File: src/design/t2a_pkg.sv
// t2a_pkg: shared constants and types of the transmittance-to-absorbance core.
// No dependencies; imported by every module of the design folder.
`timescale 1ns / 1ps

package t2a_pkg;

    // Fraction bits produced by the squaring chain (one bit per cell)
    localparam int FRAC_BITS = 28;

    // Exponent offset of the Q8.24 input format
    localparam int EXP_BIAS = 24;

    // Exact reciprocal of 100 for 32-bit dividends: q = (x * MAGIC) >> 37
    localparam logic [30:0] DIV100_MAGIC = 31'd1374389535;
    localparam int DIV100_SHIFT = 37;
    localparam logic [31:0] DIV100_ROUND = 32'd50;

    // log10(2) in Q0.30
    localparam logic [28:0] LOG10_2_Q30 = 29'd323228497;

    // Request-to-result depth in registers (4 front + cells + 3 scale stages)
    localparam int LATENCY = 4 + FRAC_BITS + 3;

    // Configuration register indexes
    localparam logic REG_PERCENT_MODE = 1'b0;
    localparam logic REG_EPSILON_FLOOR = 1'b1;

    // Data handed from cell to cell
    typedef struct packed {
        logic                 valid;
        logic                 last;
        logic [4:0]           msb_pos;
        logic [30:0]          mant;
        logic [FRAC_BITS-1:0] frac;
    } log_cell_t;

endpackage

File: src/design/t2a_log_cell.sv
// t2a_log_cell: one squaring step of the log2 fraction; yields one bit.
// Depends on t2a_pkg; instantiated once per fraction bit.
`timescale 1ns / 1ps

module t2a_log_cell (
    input  logic                clk,
    input  logic                rst_n,
    input  t2a_pkg::log_cell_t  cell_in,
    output t2a_pkg::log_cell_t  cell_out
);
    import t2a_pkg::*;

    logic [61:0] square;
    logic [31:0] sq_trunc;
    log_cell_t   cell_reg;
    log_cell_t   cell_next;

    assign square   = {31'b0, cell_in.mant} * {31'b0, cell_in.mant};
    assign sq_trunc = square[61:30];

    // Square reaching two gives a one bit; halve back into [1, 2)
    always_comb
    begin
        cell_next      = cell_in;
        cell_next.mant = sq_trunc[31] ? sq_trunc[31:1] : sq_trunc[30:0];
        cell_next.frac = {cell_in.frac[FRAC_BITS-2:0], sq_trunc[31]};
    end

    always_ff @(posedge clk or negedge rst_n)
    begin
        if (!rst_n)
        begin
            cell_reg <= '0;
        end
        else
        begin
            cell_reg <= cell_next;
        end
    end

    assign cell_out = cell_reg;

endmodule

File: config.mk
export PLATFORM = sky130hd
export DESIGN_NAME = t2a_log_cell
export DESIGN_NICKNAME = d
export VERILOG_FILES = /design/src/design/t2a_pkg.sv /design/src/design/t2a_log_cell.sv
export SDC_FILE = /design/constraint.sdc
export NUM_CORES = 2
export LEC_CHECK = 0
export BUFFER_PORTS_ARGS = -buffer_cell sky130_fd_sc_hd__buf_2
export CORE_ASPECT_RATIO = 0.5
export CORE_UTILIZATION = 40
export DETAILED_ROUTE_END_ITERATION = 12
export PLACE_DENSITY = 0.52
export REMOVE_ABC_BUFFERS = 1
export SKIP_CTS_REPAIR_TIMING = 1
export SLEW_MARGIN = 10
export SYNTH_ARGS = -nofsm -noshare
export SYNTH_HDL_FRONTEND = slang
export SYNTH_SLANG_ARGS = --single-unit
File: constraint.sdc
create_clock -name clk -period 0.8 [get_ports clk]
set_input_delay 0.04 -clock clk [delete_from_list [all_inputs] [get_ports clk]]
set_output_delay 0.04 -clock clk [all_outputs]
set_load 0.005 [all_outputs]
# Yosys cells after proc, flatten, opt, wreduce, memory -nomap -nowiden
# Cells that the tools add are included.
word_totals:
  elab_cells: 7
  input_bits: 68
  reg_bits: 66
  out_inout_bits: 66
op_classes:
  multipliers: 1
  muxes: 1
op_table:
  columns: ["cell", "n"]
  rows:
  - ["$mul 31x31->62", 1]
  - ["$mux 31", 1]

# Longest topological paths before layout
depth:
  ltp_word: 2
  ltp_mapped: 31
  depth_no_buf: 26

# Worst setup path before layout
# OpenSTA, ideal clock, no wires.
synth_path:
  path_type: "input -> register"
  start: "in cell_in[35] in the netlist's numbering"
  end: "reg cell_reg, in the netlist cell_out[47]"
  cell_stages: 27
  n_path_buf: 3
  path_slack_ns: -6.365
  t_required_ns: 0.675
  setup_time_ns: 0.125
  t_arrival_ns: 7.040
  path_cell_list: "clkbuf_1 > clkbuf_1 > nand2_1 > inv_1 > fa_1 > fa_1 > fa_1 > inv_1 > fa_1 > inv_1 > fa_1 > fa_1 > fa_1 > inv_1 > fa_1 > inv_1 > ha_1 > clkbuf_1 > nand4_1 > or4_1 > or3_1 > o32ai_1 > a2111oi_0 > nor2_1 > a211oi_1 > xnor2_1 > mux2_4"
synth_rtl:
  columns: ["element", "line_no", "source"]
  rows:
  - ["start, declared", "t2a_log_cell.sv:8", "input t2a_pkg::log_cell_t cell_in,"]
  - ["end signal, assigned", "t2a_log_cell.sv:37", "cell_reg <= cell_next;"]
  - ["end, declared", "t2a_log_cell.sv:15", "log_cell_t cell_reg;"]

==> results by group <==
STA
  • Max Clock Freq: 144.2 MHz
  • Slack of the critical path: -6.133 ns
  • Final Hold Viols: 0
  • Pins Over Slew Limit: 0
  • Fin Setup TNS: -196.27 ns
  • # setup viols final: 98
  • RSZ-0062 raised after global routing: true
  • Slew headroom: 0.5616
  • Slew @ Worst Pin: 0.6494 ns
  • Final worst path period need: 6.933 ns
  • Tcrit/Tclk final: 8.666

Clock tree
  • Root Buffer: clkbuf_16
  • H-tree levels: 3
  • CTS clk-pin slew, worst paths: 0.06 ns
  • CTS sink cnt: 66
  • CTS tree: done
  • CTS Buf Count: 9
  • CTS Buffer Depth: 2

Yosys
  • Main synth FF type: dfrtp_1
  • Mapped cell area: 29,180 um^2
  • Yosys reg bits: 66
  • Post-synthesis sequential area ratio: 0.05661
  • Synth async-reset ratio: 1.000
  • Ys Warns: 0
  • Syn Area/Cell: 9.579 um^2
  • Synth cell types: 67
  • EDFF count, synth: 0
  • Cells after synthesis: 3,046

Floorplan
  • Die Y: 193.0 um
  • Row cnt: 69
  • DIE AREA: 74,090 um^2
  • Die Width: 383.9 um
  • Core area: 71,570 um^2
  • Initial core utilization: 0.4077
  • Top Ports: 134

Worst setup path
  • CP max-delay cell: fa_2
  • Worst path depth: 24
  • Req. time, crit path: 1.01 ns
  • Crit Path Max Fanout: 4
  • CP endpoint kind: register
  • Top cell by count, worst path: fa_1
  • Worst EP arrival: 7.14 ns
  • Crit path launch: cell_in[43]
  • CP delay by family, top: adder cells
  • Crit Path Class: primary input to register
  • Startpoint Class: primary input
  • Max incr delay on CP: 0.60 ns
  • Crit path cell chain: buf_4 > clkinvlp_4 > buf_4 > nor2_2 > fa_1 > inv_1 > fa_1 > inv_1 > fa_1 > fa_2 > fa_1 > fa_2 > fa_1 > fa_1 > ha_4 > nand4_1 > or4_4 > or3_4 > o32ai_4 > a21oi_1 > nand2b_1 > a41oi_2 > xnor2_2 > mux2_4
  • CP bufs+invs: 5
  • Worst Setup EP: cell_out[42]

Detailed routing
  • Total number of vias: 21,857
  • DRC viols: 0
  • WL final: 79.46 mm
  • First-pass DRT Iterations: 5
  • 1st-iter DRT viols: 1,013
  • Vias per cell: 4.702
  • Post-route ant nets: 0
  • WL/cell: 17.09 um

Global routing
  • Number of global-route vias before repair: 24,012
  • GRT Total Usage: 0.2180
  • Largest net degree at the start of global routing: 67
  • Gr ovfl total: 0
  • First-pass GRT wire length: 125.0 mm
  • Antenna violations before repair: 1

Place
  • Placed Area: 34,870 um^2
  • Detailed placement HPWL: 70.38 mm
  • Routability cong.: 0.9434
  • I/O Buffers: 132

Hold path
  • HP Class: primary input to async pin

Layout
  • Final Instance Area: 37,150 um^2
  • Final core utilization: 0.5190
  • Area growth from synthesis to layout: 27.31%
  • FILL cells: 6,668
  • Ant. Diodes: 0
  • Max reg flops: 66
  • Final nets: 4,769
  • Share of cells above drive strength 1: 0.2526

Outcome
  • Run status: finished with violations
  • Failing checks: negative setup slack

Job
  • Max-cap violations: 0
-- area by class of cell --
| cell class | instances | area (um^2) | share of cell area |
|---|---|---|---|
| flip-flops and latches | 66 | 1652 | 0.04446 |
| multi-input cells | 1959 | 24680 | 0.6643 |
| well taps | 958 | 1199 | 0.03227 |
| repair inverters | 2 | 20.02 | 0.0005389 |
| repair buffers | 733 | 5817 | 0.1566 |
| inverters | 914 | 3455 | 0.09300 |
| clock buffers | 9 | 225.2 | 0.006063 |
| clock inverters | 7 | 102.6 | 0.002762 |
-- layout by cell type, fill, tap and decap left out, types with 8 or more instances in the layout --
cell and instances:
inv_1 897, fa_1 723, buf_4 525, nand2_1 293
ha_1 251, and2_1 179, buf_2 110, dfrtp_1 66
a21oi_1 51, nor2_1 45, dlygate4sd3_1 35, a21o_1 34
xnor2_1 28, buf_6 27, fa_2 24, xor2_1 23
o21ai_0 19, nand3_1 18, mux2_4 18, buf_12 18
a21oi_2 17, ha_4 17, clkbuf_16 16, and2_4 14
inv_2 13, o21ai_2 13, o21bai_1 12, nand2_2 11
nand4_1 10, nor2_2 9, mux2i_1 9, nor2b_1 8
a21oi_4 8, nor3_1 8
-- metrics by stage --
stage | worst slack [ns] | hold slack (ns) | std cells
final | -6.133 | 0.2440 | 4648
after global routing | -6.305 | 0.2822 | 4648
after CTS | -6.612 | -0.2876 | 4591
after detailed placement | -6.918 | 0.06849 | 4575
after global placement | -7.051 | 0.06675 | 4575
after floorplan | -6.169 | -0.2556 | 2939
-- Yosys cell counts, types with 5 or more instances --
cell type  count  area, um^2
a21o_1        34       255.2
a21oi_1       75       375.4
a31o_2         6       52.55
and2_1       193        1207
and3_1        10       62.56
buf_2          5       25.02
clkbuf_1      96       360.4
dfrtp_1       66        1652
fa_1         747       14950
ha_1         269        3366
inv_1        912        3423
mux2_2         6       67.56
mux2_4        12       180.2
mux2i_1       10       100.1
nand2_1      307        1152
nand2b_1       5       31.28
nand3_1       18       90.09
nand4_1       10       62.56
nor2_1        60       225.2
nor2b_1        8       50.05
nor3_1        10       50.05
o21ai_0       34       170.2
o21bai_1      15       112.6
o22ai_1        5       31.28
o31ai_1        5       37.54
or2_2          6       37.54
xnor2_1       29       254.0
xor2_1        25       219.0
-- cell families (layout without fill, tap and decap cells) --
| family | after synthesis | after routing | share of synthesized area |
|---|---|---|---|
| buffers and inverters | 1021 | 1665 | 0.1327 |
| multiplexers | 30 | 30 | 0.01269 |
| AND/OR/NAND/NOR | 637 | 637 | 0.1043 |
| flip-flops | 66 | 66 | 0.05661 |
| XOR/XNOR | 54 | 54 | 0.01621 |
| AO/OA/AOI/OAI | 222 | 222 | 0.04966 |
| adder cells (fa/ha/maj) | 1016 | 1016 | 0.6279 |
-- worst min path at each step --
stage | cells after the start | endpoint | slack, ns
final | 3 | cell_out[5] | 0.24
after global routing | 3 | cell_out[59] | 0.28
after CTS | 2 | cell_out[60] | -0.29
after detailed placement | 2 | cell_out[5] | 0.07
after global placement | 2 | cell_out[22] | 0.07
after floorplan | 0 | cell_out[0] | -0.26
-- per-layer routing --
metal,global-route usage,wire length (um),part of all wire,vias up
li1,-,-,-,10138
met3,0.01673,2248,0.028,114
met1,0.2801,33770,0.43,11245
met5,0,14,0.00018,-
met2,0.4014,41240,0.52,358
met4,0.05057,2183,0.027,2
Power is not shown: default switching activity piles up to over one toggle a cycle in this logic, so the estimate is an artifact.
