===== config.mk =====
export PLATFORM = sky130hd
export DESIGN_NAME = t2a_front
export DESIGN_NICKNAME = d
export VERILOG_FILES = /design/src/design/t2a_pkg.sv /design/src/design/t2a_front.sv
export SDC_FILE = /design/constraint.sdc
export NUM_CORES = 1
export LEC_CHECK = 0
export BUFFER_PORTS_ARGS = -buffer_cell sky130_fd_sc_hd__buf_2
export CORE_ASPECT_RATIO = 1.5
export CORE_MARGIN = 2
export CORE_UTILIZATION = 58
export DETAILED_ROUTE_END_ITERATION = 16
export GPL_TIMING_DRIVEN = 0
export PLACE_DENSITY = 0.8
export SYNTH_ARGS = -nofsm -noshare
export SYNTH_HDL_FRONTEND = slang
export SYNTH_SLANG_ARGS = --single-unit

===== constraint.sdc =====
create_clock -name clk -period 8.6 [get_ports clk]
set_input_delay 0.43 -clock clk [delete_from_list [all_inputs] [get_ports clk]]
set_output_delay 0.43 -clock clk [all_outputs]
set_load 0.01 [all_outputs]

===== src/design/t2a_pkg.sv =====
// t2a_pkg: shared constants and types of the transmittance-to-absorbance core.
// No dependencies; imported by every module of the design folder.
`timescale 1ns / 1ps

package t2a_pkg;

    // Fraction bits produced by the squaring chain (one bit per cell)
    localparam int FRAC_BITS = 28;

    // Exponent offset of the Q8.24 input format
    localparam int EXP_BIAS = 24;

    // Exact reciprocal of 100 for 32-bit dividends: q = (x * MAGIC) >> 37
    localparam logic [30:0] DIV100_MAGIC = 31'd1374389535;
    localparam int DIV100_SHIFT = 37;
    localparam logic [31:0] DIV100_ROUND = 32'd50;

    // log10(2) in Q0.30
    localparam logic [28:0] LOG10_2_Q30 = 29'd323228497;

    // Request-to-result depth in registers (4 front + cells + 3 scale stages)
    localparam int LATENCY = 4 + FRAC_BITS + 3;

    // Configuration register indexes
    localparam logic REG_PERCENT_MODE = 1'b0;
    localparam logic REG_EPSILON_FLOOR = 1'b1;

    // Data handed from cell to cell
    typedef struct packed {
        logic                 valid;
        logic                 last;
        logic [4:0]           msb_pos;
        logic [30:0]          mant;
        logic [FRAC_BITS-1:0] frac;
    } log_cell_t;

endpackage


===== src/design/t2a_front.sv =====
// t2a_front: capture, percent division, floor clamp and normalization.
// Depends on t2a_pkg; feeds the first cell of the log2 chain.
`timescale 1ns / 1ps

module t2a_front (
    input  logic                clk,
    input  logic                rst_n,
    input  logic                in_valid,
    input  logic [31:0]         sample,
    input  logic                last_in,
    input  logic                percent_mode,
    input  logic [30:0]         epsilon_floor,
    output t2a_pkg::log_cell_t  cell_out
);
    import t2a_pkg::*;

    // Stage 1: capture
    logic        s1_valid_reg;
    logic        s1_last_reg;
    logic [31:0] s1_sample_reg;

    // Stage 2: reciprocal multiply
    logic        s2_valid_reg;
    logic        s2_last_reg;
    logic [31:0] s2_sample_reg;
    logic [62:0] s2_prod_reg;
    logic [62:0] s2_prod_next;
    logic [31:0] div_in;

    // Stage 3: clamp
    logic        s3_valid_reg;
    logic        s3_last_reg;
    logic [30:0] s3_value_reg;
    logic [30:0] s3_value_next;
    logic [30:0] floor_v;
    logic        use_quot;
    logic [31:0] cand;
    logic        below;

    // Stage 4: normalize
    log_cell_t   s4_reg;
    log_cell_t   s4_next;
    logic [30:0] norm_m;
    logic [4:0]  norm_z;

    assign div_in       = {1'b0, s1_sample_reg[30:0]} + DIV100_ROUND;
    assign s2_prod_next = {31'b0, div_in} * {32'b0, DIV100_MAGIC};

    always_comb
    begin
        floor_v  = (epsilon_floor == 31'd0) ? 31'd1 : epsilon_floor;
        use_quot = percent_mode && !s2_sample_reg[31] && (s2_sample_reg != 32'd0);
        cand     = use_quot ? {6'b0, s2_prod_reg[62:DIV100_SHIFT]} : s2_sample_reg;
        below    = $signed(cand) < $signed({1'b0, floor_v});
        s3_value_next = below ? floor_v : cand[30:0];
    end

    // Binary leading-one search: shift by 16, 8, 4, 2, 1
    always_comb
    begin
        norm_m = s3_value_reg;
        norm_z = 5'd0;
        if (norm_m[30:15] == 16'd0)
        begin
            norm_m = {norm_m[14:0], 16'b0};
            norm_z = norm_z + 5'd16;
        end
        if (norm_m[30:23] == 8'd0)
        begin
            norm_m = {norm_m[22:0], 8'b0};
            norm_z = norm_z + 5'd8;
        end
        if (norm_m[30:27] == 4'd0)
        begin
            norm_m = {norm_m[26:0], 4'b0};
            norm_z = norm_z + 5'd4;
        end
        if (norm_m[30:29] == 2'd0)
        begin
            norm_m = {norm_m[28:0], 2'b0};
            norm_z = norm_z + 5'd2;
        end
        if (!norm_m[30])
        begin
            norm_m = {norm_m[29:0], 1'b0};
            norm_z = norm_z + 5'd1;
        end
        s4_next.valid   = s3_valid_reg;
        s4_next.last    = s3_last_reg;
        s4_next.msb_pos = 5'd30 - norm_z;
        s4_next.mant    = norm_m;
        s4_next.frac    = '0;
    end

    always_ff @(posedge clk or negedge rst_n)
    begin
        if (!rst_n)
        begin
            s1_valid_reg <= 1'b0;
            s2_valid_reg <= 1'b0;
            s3_valid_reg <= 1'b0;
            s4_reg       <= '0;
        end
        else
        begin
            s1_valid_reg <= in_valid;
            s2_valid_reg <= s1_valid_reg;
            s3_valid_reg <= s2_valid_reg;
            s4_reg       <= s4_next;
        end
    end

    always_ff @(posedge clk)
    begin
        s1_sample_reg <= sample;
        s1_last_reg   <= last_in;
        s2_sample_reg <= s1_sample_reg;
        s2_last_reg   <= s1_last_reg;
        s2_prod_reg   <= s2_prod_next;
        s3_last_reg   <= s2_last_reg;
        s3_value_reg  <= s3_value_next;
    end

    assign cell_out = s4_reg;

endmodule


Yosys cells after proc, flatten, opt, wreduce, memory -nomap -nowiden
Index checks and enable logic that the tools add are counted.

word-level totals
  input port bits = 68
  bits in registers = 202

cells by class
  reduce and logical (&&, ||, !) cells = 9
  muxes and demuxes = 13
  $lt $le $gt $ge = 1
  add/subtract/negate cells = 6
  $mul = 1

operators by type and width
  operator                                                               number
  31-bit 2-to-1 mux                                                      7
  32-bit by 31-bit multiplier with 63-bit output, second input constant  1
  31-bit by 6-bit adder with 32-bit output, second input constant        1
  32-bit less-than comparator                                            1
  32-bit 2-to-1 mux                                                      1
  32-bit nonzero test                                                    1
  31-bit logical NOT                                                     1
  5-bit 2-to-1 mux                                                       5
  16-bit logical NOT                                                     1
  8-bit logical NOT                                                      1
  5-bit by 1-bit adder with 5-bit output, second input constant          1
  5-bit by 2-bit adder with 5-bit output, second input constant          1
  5-bit by 3-bit adder with 5-bit output, second input constant          1
  5-bit by 4-bit adder with 5-bit output, second input constant          1
  5-bit subtractor, first input constant                                 1
  4-bit logical NOT                                                      1
  1-bit logical AND                                                      2
  2-bit logical NOT                                                      1
  1-bit logical NOT                                                      1

Logic depth before layout (Yosys ltp)
  word-level depth = 11
  mapped depth = 36
  gate-level depth less buffers = 35

Worst setup path after synthesis
OpenSTA, ideal clock, no wires.

  kind = register to register
  from = reg s1_sample_reg[1]
  to = reg s2_prod_reg[56]
  data arrival time = 8,738 ps
  path slack = -254 ps
  cell stages (with the launch flop) = 33
  required time = 8,484 ps
  cells stage by stage = dfxtp_1 -> ha_1 -> a21oi_1 -> nand2b_1 -> nand2_1 -> or3_1 -> clkbuf_1 -> nor2_1 -> nand2_1 -> nor2_1 -> xor2_1 -> fa_1 -> fa_1 -> inv_1 -> fa_1 -> inv_1 -> fa_1 -> fa_1 -> fa_1 -> inv_1 -> fa_1 -> inv_1 -> ha_1 -> a21o_1 -> a211o_1 -> a41o_1 -> o311a_1 -> a311oi_1 -> o21ai_1 -> a21oi_2 -> o21ai_0 -> or4b_1 -> and4_1

between the ends
  longest elaborated chain between the ends = 2

RTL lines
  item                                            RTL line          RTL
  start, declared                                 t2a_front.sv:20   logic [31:0] s1_sample_reg;
  start signal, assigned                          t2a_front.sv:115  s1_sample_reg <= sample;
  31-bit by 6-bit adder with 32-bit output        t2a_front.sv:46   assign div_in = {1'b0, s1_sample_reg[30:0]} + DIV100_ROUND;
  32-bit by 31-bit multiplier with 63-bit output  t2a_front.sv:47   assign s2_prod_next = {31'b0, div_in} * {32'b0, DIV100_MAGIC};
  named net s2_prod_next[56]                      t2a_front.sv:27   logic [62:0] s2_prod_next;
  end signal, assigned                            t2a_front.sv:119  s2_prod_reg <= s2_prod_next;
  end, declared                                   t2a_front.sv:26   logic [62:0] s2_prod_reg;

The timed path passes the listed nets, and every way through them passes these cells.

Final worst setup path
  from = reg s1_sample_reg[4]
  to = reg s2_prod_reg[56]

The elaborated chain is that of the path after synthesis.

==> metrics.csv <==
metric;value;unit
numCtsBuffers;17;
largest_reg_flops;38;
critical-path-slowest-cell;fa_1;
multiInputGateArea;0.0189;mm²
start_util;0.585;
place_congestion;0.998;
wl_per_cell;23.5;µm
first_global_vias;19838;
fp.dieW;170;µm
pin_count;134;
ys_warn_count;0;
yosysTopAreaCell;fa_1;
maxCapViolations;0;
yosysSeqAreaShare;0.146;
diodes;0;
setup_viol;1;
synth.most_common_cell;inv_1;
synth_edf_count;0;
start_kind;flip-flop;
core;0.0410;mm²
synth_area;0.0240;mm²
worstPathRequired;8.94;ns
violations;setup timing;
nets;3458;
period_minus_slack;8.68;ns
ys_types;80;
die_y;253;µm
synth_area_per_cell;10.0;µm²
grt_start_max_net_pins;42;
clock-sinks;165;
clock_skew;0.0139;ns
postRouteAntennaNets;0;
critical_path_class;reg -> reg;
cts_tree;built;
final_layout_size_suffix_gt1_frac;0.191;
synth_cells;2386;
synth_area_leaders;fa_1 30%, ha_1 22%, dfxtp_1 10%;
clock_latency;0.44;ns
cpMostUsedCell;fa_1;
dpl_cell_area;0.0253;mm²
vias;17987;
maxSlewViolCount;0;
critPathArrivalTime;9.02;ns
ys_seq_elements;165;
firstDrtPassIters;5;
drt-initial-drc-count;1158;
fmaxAchievable;115;MHz
cts_root_buf;clkbuf_16;
critPathTopFamily;adder cells;
synthToLayoutAreaGrowth;15.1;%
post-route-period-util;1.01;
critPathCaptureType;flip-flop;
cts_max_level;4;
slowest_delay;0.59;ns
port_buffers;105;
synth_common_cells;619 x inv_1, 413 x ha_1, 364 x fa_1;
crit_buf_inv;7;
worstPathMaxFanout;5;
clk_pin_slew_worst_paths;0.08;ns
routed_wl;73600;µm
vias_per_cell;5.74;
layout_setup_ws;-0.0797;ns
grt_setup_unrepaired;yes;
die_area;0.0430;mm²
dp_hpwl;61300;µm
final_area;0.0276;mm²
hold_class;in -> async;
max_slew_margin;0.157;
final_util;0.673;
synthArstFlopShare;0.248;
seqCellArea;0.00353;mm²
grt_overflow;0;
outcome;complete, but fails checks;
synth_ff_type;dfxtp_1;
worst_slew_pin_slew;1.25;ns
synth.top_cell.area_share;0.304;
finalHoldViolCount;0;
num_rows;91;
antenna_found_initial;1;
grtUsageTotal;0.351;
drcViolationCount;0;
grt_pass1_wl;111000;µm
cts_max_path_buffers;2;
final.fill_count;3067;
==> per-stage QoR <==
| stage | instances | hold slack, ns | setup WS (ns) | TNS, ns |
|---|---|---|---|---|
| finish | 3136 | 0.0794 | -0.0797 | -0.0797 |
| global route | 3136 | 0.0669 | -0.264 | -0.907 |
| CTS | 3102 | 0.0727 | -0.0182 | -0.0182 |
| detailed placement | 3029 | 0.320 | -2.71 | -52.16 |
| global placement | 3029 | 0.314 | -2.79 | -53.63 |
| floorplan | 2413 | 0.134 | 0.00431 | 0 |
==> path summary, 6_finish.rpt <==
path / slack (ns) / endpoint / cells after the start / start
worst max-delay path: -0.08 / s2_prod_reg[56]$_DFF_P_ / 34 / s1_sample_reg[4]$_DFF_P_
worst min-delay path: 0.08 / cell_out[58]$_DFF_PN0_ / 1 / rst_n
worst max register to register: -0.08 / s2_prod_reg[56]$_DFF_P_ / 34 / s1_sample_reg[4]$_DFF_P_
worst min register to register: 0.33 / cell_out[64]$_DFF_PN0_ / 0 / s3_last_reg$_DFF_P_
max in group asynchronous: 7.99 / cell_out[59]$_DFF_PN0_ / 1 / rst_n
min in group clk: 0.08 / s1_sample_reg[23]$_DFF_P_ / 1 / sample[23]
==> layout by cell type, fill, tap and decap left out, drive strengths merged, types with 7 or more instances in the layout <==
cell    count
a211oi      7
a21o       30
a21oi      99
a31oi       7
and2       13
and3       14
buf       225
clkbuf     31
conb       28
dfrtp      41
dfxtp     124
fa        364
ha        413
inv       628
mux2       66
mux2i      46
nand2      79
nand2b     12
nand3      30
nand4      15
nor2       63
nor2b      16
nor3       16
nor4       20
o21ai      40
o21bai      8
or2        11
xnor2      79
xor2       24
==> worst register-to-register path: cells and delay by family, from the launching register on <==
family | cells | cell delay (ns)
adder cells (fa/ha/maj) | 8 | 3.42
AND/OR/NAND/NOR | 10 | 2.30
AO/OA/AOI/OAI | 7 | 1.08
buffers and inverters | 7 | 0.81
flip-flops | 1 | 0.54
XOR/XNOR | 2 | 0.43
==> layer usage <==
layer / GRT usage / routed length, µm
met3: 0.0460 / 3740
met1: 0.373 / 25300
met4: 0.277 / 7140
met5: 0 / 13
met2: 0.623 / 37500
==> cell type report <==
cell class / count / area share
multi-input combinational: 1566 / 0.686
timing repair buffer: 183 / 0.0423
clock buffer: 17 / 0.0154
clock inverter: 14 / 0.00580
buffer: 56 / 0.0140
tap: 511 / 0.0232
sequential: 165 / 0.128
inverter: 624 / 0.0859
==> cell families after synthesis <==
logic type / count (synthesis) / share of synthesized area
simple gates: 308 / 0.0667
other cells: 1 / 0.000156
fa+ha+maj: 780 / 0.521
mux: 113 / 0.0513
xor+xnor: 103 / 0.0376
buf+inv: 682 / 0.114
compound gates: 234 / 0.0626
flops: 165 / 0.146
==> repair_timing <==
action / 4_1_cts / 5_1_grt
pin swaps: 40 / 50
hold buffers: 0 / 0
endpoints found under the setup margin: 26 / 19
gates resized for setup: 126 / 80
setup buffers: 44 / 34
Power is left out: the tool's default activity adds up to more than one toggle a clock period on the data nets, which glitch-free logic cannot reach.
