[src/design/t2a_pkg.sv]
// t2a_pkg: shared constants and types of the transmittance-to-absorbance core.
// No dependencies; imported by every module of the design folder.
`timescale 1ns / 1ps

package t2a_pkg;

    // Fraction bits produced by the squaring chain (one bit per cell)
    localparam int FRAC_BITS = 28;

    // Exponent offset of the Q8.24 input format
    localparam int EXP_BIAS = 24;

    // Exact reciprocal of 100 for 32-bit dividends: q = (x * MAGIC) >> 37
    localparam logic [30:0] DIV100_MAGIC = 31'd1374389535;
    localparam int DIV100_SHIFT = 37;
    localparam logic [31:0] DIV100_ROUND = 32'd50;

    // log10(2) in Q0.30
    localparam logic [28:0] LOG10_2_Q30 = 29'd323228497;

    // Request-to-result depth in registers (4 front + cells + 3 scale stages)
    localparam int LATENCY = 4 + FRAC_BITS + 3;

    // Configuration register indexes
    localparam logic REG_PERCENT_MODE = 1'b0;
    localparam logic REG_EPSILON_FLOOR = 1'b1;

    // Data handed from cell to cell
    typedef struct packed {
        logic                 valid;
        logic                 last;
        logic [4:0]           msb_pos;
        logic [30:0]          mant;
        logic [FRAC_BITS-1:0] frac;
    } log_cell_t;

endpackage

[src/design/t2a_scale.sv]
// t2a_scale: joins exponent and fraction, scales by log10(2), negates, rounds.
// Depends on t2a_pkg; takes the last cell of the chain, drives the result.
`timescale 1ns / 1ps

module t2a_scale (
    input  logic                clk,
    input  logic                rst_n,
    input  t2a_pkg::log_cell_t  cell_in,
    output logic                done,
    output logic [31:0]         absorbance,
    output logic                last_out
);
    import t2a_pkg::*;

    // Stage A: signed log2 to sign and magnitude
    logic [5:0]  exp_s;
    logic [33:0] l2;
    logic [33:0] l2_abs;
    logic        a_valid_reg;
    logic        a_last_reg;
    logic        a_neg_reg;
    logic [32:0] a_mag_reg;

    // Stage B: two partial products
    logic        b_valid_reg;
    logic        b_last_reg;
    logic        b_neg_reg;
    logic [45:0] b_lo_reg;
    logic [44:0] b_hi_reg;
    logic [45:0] b_lo_next;
    logic [44:0] b_hi_next;

    // Stage C: sum, round, negate
    logic [62:0] total;
    logic [28:0] rounded;
    logic [31:0] result_next;
    logic        done_reg;
    logic        last_reg;
    logic [31:0] result_reg;

    assign exp_s  = {1'b0, cell_in.msb_pos} - 6'd24;
    assign l2     = {exp_s, cell_in.frac};
    assign l2_abs = exp_s[5] ? (34'd0 - l2) : l2;

    assign b_lo_next = {29'b0, a_mag_reg[16:0]} * {17'b0, LOG10_2_Q30};
    assign b_hi_next = {29'b0, a_mag_reg[32:17]} * {16'b0, LOG10_2_Q30};

    assign total = {1'b0, b_hi_reg, 17'b0} + {17'b0, b_lo_reg} + (63'd1 << 33);
    assign rounded = total[62:34];
    assign result_next = b_neg_reg ? {3'b0, rounded} : (32'd0 - {3'b0, rounded});

    always_ff @(posedge clk or negedge rst_n)
    begin
        if (!rst_n)
        begin
            a_valid_reg <= 1'b0;
            b_valid_reg <= 1'b0;
            done_reg    <= 1'b0;
        end
        else
        begin
            a_valid_reg <= cell_in.valid;
            b_valid_reg <= a_valid_reg;
            done_reg    <= b_valid_reg;
        end
    end

    always_ff @(posedge clk)
    begin
        a_last_reg <= cell_in.last;
        a_neg_reg  <= exp_s[5];
        a_mag_reg  <= l2_abs[32:0];
        b_last_reg <= a_last_reg;
        b_neg_reg  <= a_neg_reg;
        b_lo_reg   <= b_lo_next;
        b_hi_reg   <= b_hi_next;
        last_reg   <= b_last_reg;
        result_reg <= result_next;
    end

    assign done       = done_reg;
    assign absorbance = result_reg;
    assign last_out   = last_reg;

endmodule

[config.mk]
export PLATFORM = sky130hd
export DESIGN_NAME = t2a_scale
export DESIGN_NICKNAME = d
export VERILOG_FILES = /design/src/design/t2a_pkg.sv /design/src/design/t2a_scale.sv
export SDC_FILE = /design/constraint.sdc
export NUM_CORES = 1
export LEC_CHECK = 0
export ABC_CLOCK_PERIOD_IN_PS = 12000
export BUFFER_PORTS_ARGS = -buffer_cell sky130_fd_sc_hd__buf_2
export CAP_MARGIN = 10
export CORE_AREA = 2 2 283 145
export CTS_CLUSTER_DIAMETER = 40
export CTS_CLUSTER_SIZE = 40
export DETAILED_ROUTE_END_ITERATION = 8
export DIE_AREA = 0 0 285 147
export HOLD_SLACK_MARGIN = 0.1
export PLACE_DENSITY_LB_ADDON = 0.15
export REMOVE_ABC_BUFFERS = 1
export SYNTH_ARGS = -nofsm -noshare
export SYNTH_HDL_FRONTEND = slang
export SYNTH_SLANG_ARGS = --single-unit
[constraint.sdc]
create_clock -name clk -period 12 [get_ports clk]
set_input_delay 0.6 -clock clk [delete_from_list [all_inputs] [get_ports clk]]
set_output_delay 0.6 -clock clk [all_outputs]
set_load 0.1 [all_outputs]
== Word-level counts from Yosys, hierarchy flattened ==
Index checks and enable logic that the tools add are counted.

* Register bits: 162
* Bits of input ports: 68
* Logic and storage cells: 22

* Add/subtract/negate cells: 5
* Multiply operators: 2
* Mux-type cells: 2

{| class="wikitable"
|+ Operators by type and width
! cell !! number
|-
| 62-bit by 46-bit adder with 63-bit output || 1
|-
| 63-bit by 34-bit adder with 63-bit output (second input constant) || 1
|-
| 17-bit by 29-bit multiplier with 46-bit output (second input constant) || 1
|-
| 16-bit by 29-bit multiplier with 45-bit output (second input constant) || 1
|-
| 33-bit two-way mux || 1
|-
| 1-bit by 33-bit subtractor with 33-bit output (first input constant) || 1
|-
| 1-bit by 29-bit subtractor with 30-bit output (first input constant) || 1
|-
| 29-bit two-way mux || 1
|-
| 5-bit by 5-bit subtractor with 6-bit output (second input constant) || 1
|}

== Logic depth before layout (Yosys ltp) ==
Gate-level depths: netlist of run 1.

* Word-level depth: 4
* Gate-level depth with buffers: 24
* Depth with buffers taken out: 24

== Least setup slack after synthesis of run 1 ==
Ideal clock, no wire load.

* Kind: flip-flop to flip-flop
* Start: register a_mag_reg[31]
* End: register b_hi_reg[42]
* Data arrival time: 5.755 ns
* Required time: 11.877 ns
* Path slack: 6.122 ns
* Stages on the path, launching flop included: 25
* Period minus slack after synthesis: 5.878 ns
* Path through: dfxtp_1 inv_1 ha_1 inv_1 fa_1 ha_1 inv_1 fa_1 inv_1 fa_1 inv_1 fa_1 inv_1 ha_1 a2111oi_0 o21ai_0 o2111ai_1 nand3_1 o22ai_1 a21oi_1 o41ai_1 o41ai_1 a2111oi_0 a21oi_1 xor2_1

* Longest elaborated chain between the ends: 1

{| class="wikitable"
|+ Ends and longest elaborated chain
! what !! RTL line !! RTL
|-
| start, declared || t2a_scale.sv:22 || <nowiki>logic [32:0] a_mag_reg;</nowiki>
|-
| start signal, assigned || t2a_scale.sv:72 || <nowiki>a_mag_reg <= l2_abs[32:0];</nowiki>
|-
| 16-bit by 29-bit multiplier with 45-bit output || t2a_scale.sv:46 || <nowiki>assign b_hi_next = {29'b0, a_mag_reg[32:17]} * {16'b0, LOG10_2_Q30};</nowiki>
|-
| via b_hi_next[42] || t2a_scale.sv:31 || <nowiki>logic [44:0] b_hi_next;</nowiki>
|-
| end signal, assigned || t2a_scale.sv:76 || <nowiki>b_hi_reg <= b_hi_next;</nowiki>
|-
| end, declared || t2a_scale.sv:29 || <nowiki>logic [44:0] b_hi_reg;</nowiki>
|}

The timed path passes the listed nets, and every way through them passes these cells.
A chain may end at the register's enable or synchronous reset.

== Worst setup path after layout of run 1 ==
* Start: register a_mag_reg[21]
* End: register b_hi_reg[42]

Same word-level chain as after synthesis.

==> qor.yml, run 1 <==
status:
  outcome: "completed"
synth:
  syn_area_sq_um: 17500
  ys_warn_count: 0
  seq_area_frac_synth: 0.166
  synth-edff-count: 0
  ys.flop_type: "dfxtp_1"
  ys_async_sr_fraction: 0.0207
  syn_area_per_cell_sq_um: 9.69
  ys_types: 80
  synth_cells: 1811
  synth_seq_cells: 145
worst_setup_path:
  worstSetupPathType: "register to register"
  reg2reg_from: "a_mag_reg[21]$_DFF_P_"
  cp-startpoint: "a_mag_reg[21]$_DFF_P_"
  endpoint_kind: "register"
  endpoint: "b_hi_reg[42]$_DFF_P_"
  start_kind: "register"
  r2r_cells: 22
  worstPathMaxFanout: 7
  r2r_end: "b_hi_reg[42]$_DFF_P_"
  crit_required_ns: 12.37
  rrSetupSlack_ns: 4.73
  cp.arrival_ns: 7.63
routing:
  initialDrtViolationCount: 1000
  drc: 0
  avgRoutedWirePerCell_um: 18.9
  routed_wl_um: 46000
  dr.pass1.iters: 6
  ant_nets: 0
  viasPerCell: 5.24
  vias: 12800
floorplan:
  start_util: 0.442
  dieArea_sq_um: 41900
  core_sq_um: 39700
  die_w_um: 285
  die_h_um: 147
  fp-row-count: 52
  io_pins: 102
final_layout:
  nFillCells: 3755
  diodes: 0
  largest_reg_flops: 45
  drive_gt1_frac: 0.0665
  syn2layout_area_growth_pct: 8.72
  multi_input_area_sq_um: 13300
  regArea_sq_um: 2920
  nNetsFinal: 2529
global_routing:
  grt_pass1_wl_um: 71800
  grt_pass1_vias: 12500
  grt_util_all_layers: 0.227
  grt_start_max_net_pins: 37
  grt_overflow: 0
  grt_antenna_before_repair: 4
clock_tree:
  cts_tree: "yes"
  cts_resized: 0
  numCtsBuffers: 17
  path_clk_slew_ns: 0.08
  clk_latency_ns: 0.45
  clock_path_buffers: 2
  clock_sinks: 145
  cts_setup_buffers: 0
  root_buffer: "clkbuf_16"
  htree_levels: 4
min_path:
  hold_path_depth: 1
  hold_path_class: "input pin to register"
placement:
  hpwl_um: 39600
  io_buffers: 70
  gp_congestion: 0.892
timing:
  hold_viol_final: 0
  final-setup-viol-count: 0
  worst_pin_slew_ns: 1.02
  setup_tns_ns: 0
  rsz0062_at_grt: "false"
  fin_crit_sh: 0.605
  period_minus_slack_ns: 7.27
  slew_viol_final: 0
  relSlewSlack: 0.305
  finClkSkew_ns: 0.0204
  fmax_ghz: 0.138
run:
  cap_violations: 0
cells in the final DEF, fill, tap and decap left out, types with 21 or more instances in the layout:
master | netlist | layout
xnor2_1 | 78 | 78
xor2_1 | 58 | 58
o21ai_0 | 42 | 42
nor2_1 | 85 | 85
nand2_1 | 60 | 60
a21o_1 | 34 | 34
fa_1 | 180 | 180
dfxtp_1 | 142 | 142
nor3_1 | 21 | 21
buf_2 | 1 | 70
and3_1 | 23 | 23
inv_1 | 336 | 336
a21oi_1 | 100 | 100
ha_1 | 399 | 399
Yosys cell counts (19+ instances only):
cell type,instances,area [sq um]
and3_1,23,144
nor3_1,21,105
fa_1,180,3600
a21o_1,34,255
xor2_1,58,508
a21oi_1,100,500
xnor2_1,78,683
nand3_1,19,95.1
nor2_1,85,319
ha_1,399,4990
dfxtp_1,142,2840
inv_1,336,1260
o21ai_0,42,210
nand2_1,60,225
worst min-delay path by stage:
stage,from,to,slack (ns)
5_1_grt,cell_in[64],a_last_reg$_DFF_P_,0.23
6_report,cell_in[64],a_last_reg$_DFF_P_,0.25
3_3_place_gp,a_last_reg$_DFF_P_,b_last_reg$_DFF_P_,0.31
3_5_place_dp,a_last_reg$_DFF_P_,b_last_reg$_DFF_P_,0.31
2_1_floorplan,rst_n,a_valid_reg$_DFF_PN0_,0.30
4_1_cts,cell_in[64],a_last_reg$_DFF_P_,0.24
worst max-delay path, cell delays in order (launching register included):
cell and delay [ns]:
dfxtp_1 0.66, ha_1 0.30, inv_1 0.07, fa_1 0.48
inv_1 0.05, ha_1 0.32, fa_1 0.50, inv_1 0.06
fa_1 0.50, fa_1 0.55, inv_1 0.10, ha_1 0.41
o21ai_0 0.10, nand2b_1 0.08, a21oi_1 0.07, a2111oi_0 0.90
o22ai_1 0.30, a21oi_1 0.29, o41ai_1 0.15, o41ai_1 0.67
a2111oi_0 0.22, a21oi_1 0.22, xor2_1 0.18
per-stage QoR:
step           setup WS, ns  utilization  instances  cell area, sq um  hold WS (ns)
2_1_floorplan          6.12            -       1791             17500         0.304
3_3_place_gp           4.99        0.466       2402             18500         0.310
3_5_place_dp           4.87        0.466       2402             18500         0.314
4_1_cts                4.87        0.481       2435             19100         0.238
5_1_grt                4.44        0.481       2435             19100         0.234
6_report               4.73        0.481       2435             19100         0.252
cell families (layout without fill, tap and decap cells):
logic type | Yosys count | count (layout) | share of synthesized area
adder cells (fa/ha/maj) | 579 | 579 | 0.490
buffers and inverters | 356 | 440 | 0.0767
AO/OA/AOI/OAI | 295 | 295 | 0.111
AND/OR/NAND/NOR | 295 | 295 | 0.0850
flip-flops | 145 | 145 | 0.166
XOR/XNOR | 136 | 136 | 0.0679
multiplexers | 5 | 5 | 0.00299
layout make-up:
| type | count | area share |
|---|---|---|
| Clock buffer | 19 | 0.0237 |
| Clock inverter | 13 | 0.00623 |
| Inverter | 336 | 0.0661 |
| Multi-Input combinational cell | 1310 | 0.696 |
| Sequential cell | 145 | 0.153 |
| Tap cell | 540 | 0.0354 |
| Timing Repair Buffer | 72 | 0.0193 |
metal layers:
metal	share of wire	wire [um]	GRT usage
met1	0.58	26600	0.389
met2	0.32	14500	0.255
met3	0.10	4610	0.0797
met4	0.0067	306	0.0325
met5	0	0	0
what timing repair did:
action	CTS	global route
hold buffers	1	0
endpoints found under the hold margin	3	0
endpoints found under the setup margin	0	0
Power of run 1 is left out: the tool's default activity adds up to more than one toggle a clock period on the data nets, which glitch-free logic cannot reach.
==> run 2: changes to the inputs <==
--- a/config.mk
+++ b/config.mk
@@ -5,14 +5,15 @@
 export SDC_FILE = /design/constraint.sdc
 export NUM_CORES = 1
 export LEC_CHECK = 0
-export ABC_CLOCK_PERIOD_IN_PS = 12000
+export ABC_AREA = 1
+export ABC_CLOCK_PERIOD_IN_PS = 7100
 export BUFFER_PORTS_ARGS = -buffer_cell sky130_fd_sc_hd__buf_2
 export CAP_MARGIN = 10
-export CORE_AREA = 2 2 283 145
+export CORE_AREA = 2 2 303 155
 export CTS_CLUSTER_DIAMETER = 40
 export CTS_CLUSTER_SIZE = 40
 export DETAILED_ROUTE_END_ITERATION = 8
-export DIE_AREA = 0 0 285 147
+export DIE_AREA = 0 0 305 157
 export HOLD_SLACK_MARGIN = 0.1
 export PLACE_DENSITY_LB_ADDON = 0.15
 export REMOVE_ABC_BUFFERS = 1
==> constraint.sdc (replaced) <==
create_clock -name clk -period 7.1 [get_ports clk]
set_input_delay 0.355 -clock clk [delete_from_list [all_inputs] [get_ports clk]]
set_output_delay 0.355 -clock clk [all_outputs]
set_load 0.1 [all_outputs]
==> run 2 against run 1 <==
- non-clock buffer count increased by 9
- routed wire length grew 16%
- global-route usage rose by 0.34 points
- utilization grew 0.73 points
- critical endpoint is now b_hi_reg[44]$_DFF_P_
==> qor.yml, run 2 <==
final_layout:
  nFillCells: 4559  # was 3,755
  nNetsFinal: 3361  # was 2,529
  syn2layout_area_growth_pct: 8.74  # was 8.72%
  regArea_sq_um: 2920  # unchanged
  largest_reg_flops: 45  # unchanged
  drive_gt1_frac: 0.0554  # was 0.0665
  most-common-layout-cells: "inv_1, nand2_1, ha_1, nor2_1, fa_1"  # was ha_1, inv_1, fa_1, dfxtp_1, a21oi_1
  multi_input_area_sq_um: 15000  # was 13,300 sq um
  layout_commonest_cell: "inv_1"  # was ha_1
  diodes: 0  # unchanged
worst_setup_path:
  critPathSlowestCell: "dfxtp_1"  # was a2111oi_0
  crit_buf_inv: 6  # was 4
  reg2reg_from: "a_mag_reg[32]$_DFF_P_"  # was a_mag_reg[21]$_DFF_P_
  worstSetupPathType: "register to register"  # unchanged
  cp.arrival_ns: 6.22  # was 7.63 ns
  endpoint_kind: "register"  # unchanged
  rrSetupSlack_ns: 1.22  # was 4.73 ns
  path_common_cell: "inv_1"
  critPathTopFamily: "adder cells"  # unchanged
  slowest_delay_ns: 0.65  # was 0.90 ns
  r2r_cells: 22  # unchanged
  worstPathMaxFanout: 6  # was 7
  crit_required_ns: 7.44  # was 12.37 ns
  start_kind: "register"  # unchanged
  r2r_end: "b_hi_reg[44]$_DFF_P_"  # was b_hi_reg[42]$_DFF_P_
  crit_chain: "ha_1 > inv_1 > fa_1 > ha_1 > inv_1 > fa_1 > inv_1 > fa_1 > inv_1 > fa_1 > inv_1 > ha_1 > a21oi_1 > inv_1 > a21oi_1 > a21boi_0 > o21ai_0 > a21oi_1 > o21ai_0 > nand4_1 > nand2_1 > xor2_1"  # was ha_1 > inv_1 > fa_1 > inv_1 > ha_1 > fa_1 > inv_1 > fa_1 > fa_1 > inv_1 > ha_1 > o21ai_0 > nand2b_1 > a21oi_1 > a2111oi_0 > o22ai_1 > a21oi_1 > o41ai_1 > o41ai_1 > a2111oi_0 > a21oi_1 > xor2_1
global_routing:
  grt_overflow: 0  # unchanged
  grt_start_max_net_pins: 26  # was 37
  grt_pass1_wl_um: 85800  # was 71,800 um
  grt_pass1_vias: 16300  # was 12,500
  grt_util_all_layers: 0.230  # was 0.227
  grt_antenna_before_repair: 1  # was 4
timing:
  setup_tns_ns: 0  # unchanged
  rsz0062_at_grt: "false"  # unchanged
  fmax_ghz: 0.170  # was 0.138 GHz
  finClkSkew_ns: 0.0128  # was 0.0204 ns
  fin_crit_sh: 0.828  # was 0.605
  period_minus_slack_ns: 5.88  # was 7.27 ns
  worst_pin_slew_ns: 0.850  # was 1.02 ns
  final-setup-viol-count: 0  # unchanged
  slew_viol_final: 0  # unchanged
  relSlewSlack: 0.433  # was 0.305
  hold_viol_final: 0  # unchanged
  setup_ws_ns: 1.22  # was 4.73 ns
run:
  cap_violations: 0  # unchanged
synth:
  synth_top_area_share: 0.248  # was 0.284
  synth_most_common_cell: "inv_1"  # was ha_1
  synth_area_leaders: "ha_1, fa_1, dfxtp_1"  # unchanged
  yosysTopAreaCell: "ha_1"  # unchanged
  syn_area_sq_um: 20200  # was 17,500 sq um
  seq_area_frac_synth: 0.145  # was 0.166
  synth_cells: 2621  # was 1,811
  synth_seq_cells: 145  # unchanged
  ys_types: 53  # was 80
  ys_async_sr_fraction: 0.0207  # unchanged
  ys.flop_type: "dfxtp_1"  # unchanged
  ys_warn_count: 0  # unchanged
  synthTopCellsByCount: "inv_1, nand2_1, ha_1"  # was ha_1, inv_1, fa_1
  synth-edff-count: 0  # unchanged
  syn_area_per_cell_sq_um: 7.69  # was 9.69 sq um
routing:
  avgRoutedWirePerCell_um: 16.1  # was 18.9 um
  viasPerCell: 4.95  # was 5.24
  vias: 16500  # was 12,800
  ant_nets: 0  # unchanged
  routed_wl_um: 53500  # was 46,000 um
  drc: 0  # unchanged
  dr.pass1.iters: 5  # was 6
  initialDrtViolationCount: 1059  # was 1,000
floorplan:
  start_util: 0.449  # was 0.442
  core_sq_um: 44900  # was 39,700 sq um
  io_pins: 102  # unchanged
  fp-row-count: 55  # was 52
  dieArea_sq_um: 47900  # was 41,900 sq um
  die_h_um: 157  # was 147 um
  die_w_um: 305  # was 285 um
min_path:
  min-delay-start: "cell_in[22]"  # was cell_in[64]
  hold_path_depth: 2  # was 1
  min_to: "a_mag_reg[22]$_DFF_P_"  # was a_last_reg$_DFF_P_
  hold_path_class: "input pin to register"  # unchanged
clock_tree:
  clock_sinks: 145  # unchanged
  numCtsBuffers: 17  # unchanged
  htree_levels: 4  # unchanged
  root_buffer: "clkbuf_16"  # unchanged
  clock_path_buffers: 2  # unchanged
  cts_tree: "yes"  # unchanged
  clk_latency_ns: 0.45  # about the same
  path_clk_slew_ns: 0.07  # was 0.08 ns
status:
  outcome: "completed"  # unchanged
placement:
  io_buffers: 70  # unchanged
  post-place-ws_ns: 1.30  # was 4.87 ns
  hpwl_um: 47300  # was 39,600 um
  gp_congestion: 0.961  # was 0.892
-- run 2: metal layers --
layer  vias to the layer above  wire length, um  track usage  share of wire
li1                       8449                -            -              -
met1                      7640            28200        0.342           0.53
met2                       338            22100        0.349           0.41
met3                        37             2550       0.0389          0.048
met4                         0              624       0.0453          0.012
met5                         -                0            0              0
-- run 2: worst max path at each step --
| stage | from | endpoint | slack, ns | cells past startpoint |
|---|---|---|---|---|
| detailed placement | a_mag_reg[31]$_DFF_P_ | b_hi_reg[44]$_DFF_P_ | 1.30 | 23 |
| CTS | a_mag_reg[31]$_DFF_P_ | b_hi_reg[44]$_DFF_P_ | 1.25 | 23 |
| global placement | a_mag_reg[31]$_DFF_P_ | b_hi_reg[40]$_DFF_P_ | 1.33 | 24 |
| floorplan | a_mag_reg[31]$_DFF_P_ | b_hi_reg[40]$_DFF_P_ | 2.05 | 24 |
| global route | a_mag_reg[31]$_DFF_P_ | b_hi_reg[40]$_DFF_P_ | 0.78 | 24 |
| finish | a_mag_reg[32]$_DFF_P_ | b_hi_reg[44]$_DFF_P_ | 1.22 | 22 |
-- run 2: repair_timing --
item	4_1_cts	5_1_grt
hold buffers	7	0
resized for setup	0	0
hold endpoints to repair	9	0
setup buffers	0	0
-- run 2: worst register-to-register path, stage by stage (launching register included) --
cell	delay, ns
dfxtp_1	0.65
ha_1	0.33
inv_1	0.07
fa_1	0.42
ha_1	0.32
inv_1	0.06
fa_1	0.53
inv_1	0.06
fa_1	0.53
inv_1	0.06
fa_1	0.55
inv_1	0.06
ha_1	0.35
a21oi_1	0.19
inv_1	0.06
a21oi_1	0.14
a21boi_0	0.21
o21ai_0	0.11
a21oi_1	0.44
o21ai_0	0.29
nand4_1	0.13
nand2_1	0.06
xor2_1	0.13
-- run 2: stage by stage --
step	hold slack, ns	instances	area (sq um)	utilization
after floorplan	0.0594	2614	20100	-
after global placement	0.150	3286	21200	0.473
after detailed placement	0.155	3286	21200	0.473
after CTS	0.104	3325	21900	0.488
after global routing	0.121	3325	21900	0.488
final	0.123	3325	21900	0.488
-- run 2: final cells by class --
type / instances / area share
clock inverter: 15 / 0.00839
multi-input combinational: 1887 / 0.685
tap: 598 / 0.0341
clock buffer: 17 / 0.0194
sequential: 145 / 0.133
inverter: 582 / 0.0996
timing repair buffer: 81 / 0.0205
-- run 2: kinds of logic (layout without fill, tap and decap cells) --
| group | after synthesis | after routing | synth area share |
|---|---|---|---|
| and+or+nand+nor | 924 | 924 | 0.193 |
| buffers and inverters | 589 | 695 | 0.111 |
| DFF | 145 | 145 | 0.145 |
| AOI/OAI and AO/OA | 270 | 270 | 0.0755 |
| xor gates and xnor gates | 114 | 114 | 0.0495 |
| adders and majority gates | 579 | 579 | 0.426 |
Power of run 2 is left out for the same reason.
==> run 3: changes to the inputs <==
--- a/config.mk
+++ b/config.mk
@@ -6,7 +6,7 @@
 export NUM_CORES = 1
 export LEC_CHECK = 0
 export ABC_AREA = 1
-export ABC_CLOCK_PERIOD_IN_PS = 7100
+export ABC_CLOCK_PERIOD_IN_PS = 5800
 export BUFFER_PORTS_ARGS = -buffer_cell sky130_fd_sc_hd__buf_2
 export CAP_MARGIN = 10
 export CORE_AREA = 2 2 303 155
==> constraint.sdc (replaced) <==
create_clock -name clk -period 5.8 [get_ports clk]
set_input_delay 0.29 -clock clk [delete_from_list [all_inputs] [get_ports clk]]
set_output_delay 0.29 -clock clk [all_outputs]
set_load 0.1 [all_outputs]
==> run 3 against run 2 <==
- maximum frequency increased by 6.7%
- via count increased by 2.1%
- design area increased by 2.2%
- clock skew increased by 0.0046 ns
- cell count increased by 1.7%
- first-iteration DRC count decreased by 9.8%
- clock-buffer cell count unchanged
- routed wire length increased by 3.3%
- largest cell class unchanged
==> qor.yml, run 3 (synthesized netlist as in run 2, its figures left out) <==
timing:
  rsz0062_at_grt: "false"  # unchanged
  slew_viol_final: 0  # unchanged
  worst_pin_slew_ns: 0.857  # was 0.850 ns
  final-setup-viol-count: 0  # unchanged
  period_minus_slack_ns: 5.51  # was 5.88 ns
  fin_crit_sh: 0.950  # was 0.828
  hold_viol_final: 0  # unchanged
  fmax_ghz: 0.181  # was 0.170 GHz
  setup_tns_ns: 0  # unchanged
  relSlewSlack: 0.428  # was 0.433
  finClkSkew_ns: 0.0174  # was 0.0128 ns
routing:
  drc: 0  # unchanged
  dr.pass1.iters: 6  # was 5
  routed_wl_um: 55300  # was 53,500 um
  avgRoutedWirePerCell_um: 16.3  # was 16.1 um
  initialDrtViolationCount: 955  # was 1,059
  vias: 16800  # was 16,500
  viasPerCell: 4.97  # was 4.95
  ant_nets: 0  # unchanged
final_layout:
  fin_area_sq_um: 22400  # was 21,900 sq um
  nNetsFinal: 3417  # was 3,361
  most-common-layout-cells: "inv_1, nand2_1, ha_1, nor2_1, fa_1"  # unchanged
  drive_gt1_frac: 0.0686  # was 0.0554
  nFillCells: 4475  # was 4,559
  largest_reg_flops: 45  # unchanged
  layout_commonest_cell: "inv_1"  # unchanged
  multi_input_area_sq_um: 15000  # about the same
  syn2layout_area_growth_pct: 11.2  # was 8.74%
  diodes: 0  # unchanged
  regArea_sq_um: 2920  # about the same
global_routing:
  grt_overflow: 0  # unchanged
  use_met2: 0.370  # was 0.349
  busiest_layer: "met2"  # unchanged
  grt_util_all_layers: 0.236  # was 0.230
  grt_use_met3: 0.0442  # was 0.0389
  grt_pass1_wl_um: 88000  # was 85,800 um
  grt_pass1_vias: 16400  # was 16,300
  grt_start_max_net_pins: 26  # unchanged
  grt_antenna_before_repair: 0  # was 1
  gr-usage-met1: 0.342  # about the same
clock_tree:
  htree_levels: 4  # unchanged
  numCtsBuffers: 17  # unchanged
  path_clk_slew_ns: 0.07  # about the same
  clk_latency_ns: 0.46  # was 0.45 ns
  clock_path_buffers: 2  # unchanged
  clock_sinks: 145  # unchanged
  root_buffer: "clkbuf_16"  # unchanged
  cts_tree: "yes"  # unchanged
floorplan:
  io_pins: 102  # unchanged
  start_util: 0.449  # unchanged
  dieArea_sq_um: 47900  # unchanged
  die_w_um: 305  # unchanged
  core_sq_um: 44900  # unchanged
  die_h_um: 157  # unchanged
  fp-row-count: 55  # unchanged
worst_setup_path:
  start_kind: "register"  # unchanged
  crit_required_ns: 6.15  # was 7.44 ns
  path_common_cell: "fa_1"  # was inv_1
  slowest_delay_ns: 0.54  # was 0.65 ns
  crit_chain: "ha_1 > fa_1 > inv_1 > ha_1 > fa_1 > inv_1 > fa_1 > inv_1 > fa_1 > ha_1 > buf_4 > nand2_1 > o21ai_0 > a21oi_1 > nor2_1 > a2111oi_1 > buf_4 > o2111ai_1 > xor2_1"  # was ha_1 > inv_1 > fa_1 > ha_1 > inv_1 > fa_1 > inv_1 > fa_1 > inv_1 > fa_1 > inv_1 > ha_1 > a21oi_1 > inv_1 > a21oi_1 > a21boi_0 > o21ai_0 > a21oi_1 > o21ai_0 > nand4_1 > nand2_1 > xor2_1
  critPathTopFamily: "adder cells"  # unchanged
  cp.arrival_ns: 5.86  # was 6.22 ns
  endpoint_kind: "register"  # unchanged
  worstSetupPathType: "register to register"  # unchanged
  crit_buf_inv: 5  # was 6
  critPathSlowestCell: "fa_1"  # was dfxtp_1
  worstPathMaxFanout: 4  # was 6
run:
  cap_violations: 0  # unchanged
min_path:
  hold_path_class: "input pin to register"  # unchanged
placement:
  place_area_sq_um: 21500  # was 21,200 sq um
  gp_congestion: 0.963  # was 0.961
  hpwl_um: 48700  # was 47,300 um
  io_buffers: 70  # unchanged
status:
  outcome: "completed"  # unchanged
run 3: cell count changes in the layout (fill, tap and decap cells not counted), sizes merged:
cell and delta:
buf +35, clkinv +1, dlygate4sd3 +21, inv -1
run 3: cell type report:
cell class              instances  share of cell area
multi-input cells            1887               0.670
clock buffers                  17              0.0190
clock inverters                15             0.00832
flip-flops and latches        145               0.130
well taps                     598              0.0334
inverters                     582              0.0975
repair buffers                137              0.0412
run 3: final timing paths:
| check | start | endpoint | slack, ns | depth (start not counted) |
|---|---|---|---|---|
| max in group asynchronous | rst_n | a_valid_reg$_DFF_PN0_ | 5.55 | 2 |
| hold reg to reg | a_last_reg$_DFF_P_ | b_last_reg$_DFF_P_ | 0.33 | 0 |
| hold / removal | cell_in[4] | a_mag_reg[4]$_DFF_P_ | 0.12 | 3 |
| setup / recovery | a_mag_reg[7]$_DFF_P_ | b_lo_reg[45]$_DFF_P_ | 0.29 | 19 |
| min in group asynchronous | rst_n | done$_DFF_PN0_ | 0.15 | 2 |
| setup reg to reg | a_mag_reg[7]$_DFF_P_ | b_lo_reg[45]$_DFF_P_ | 0.29 | 19 |
run 3: stage by stage:
step | std cells | hold slack (ns) | utilization | worst slack (ns)
after floorplan | 2614 | -0.00559 | - | 0.749
after global placement | 3319 | 0.0849 | 0.478 | 0.173
after detailed placement | 3319 | 0.0875 | 0.478 | 0.153
after CTS | 3379 | 0.107 | 0.498 | 0.129
after global routing | 3381 | 0.124 | 0.499 | 0.00203
final | 3381 | 0.123 | 0.499 | 0.288
run 3: worst min-delay path: cells and delay by family:
| family | cells | cell delay [ns] |
|---|---|---|
| xor+xnor | 1 | 0.07 |
| buf+inv | 2 | 0.17 |
run 3: timing repair:
action	in CTS	in global routing
resized for setup	0	7
buffers inserted	0	2
setup endpoints to repair	0	9
endpoints found under the hold margin	30	0
hold buffers	28	0
run 3: layer usage:
| metal | vias up | routed length (um) |
|---|---|---|
| met3 | 33 | 2980 |
| met4 | 0 | 471 |
| met2 | 343 | 23400 |
| met1 | 7871 | 28400 |
| li1 | 8560 | - |
| met5 | - | 0 |
Power of run 3 is left out for the same reason.
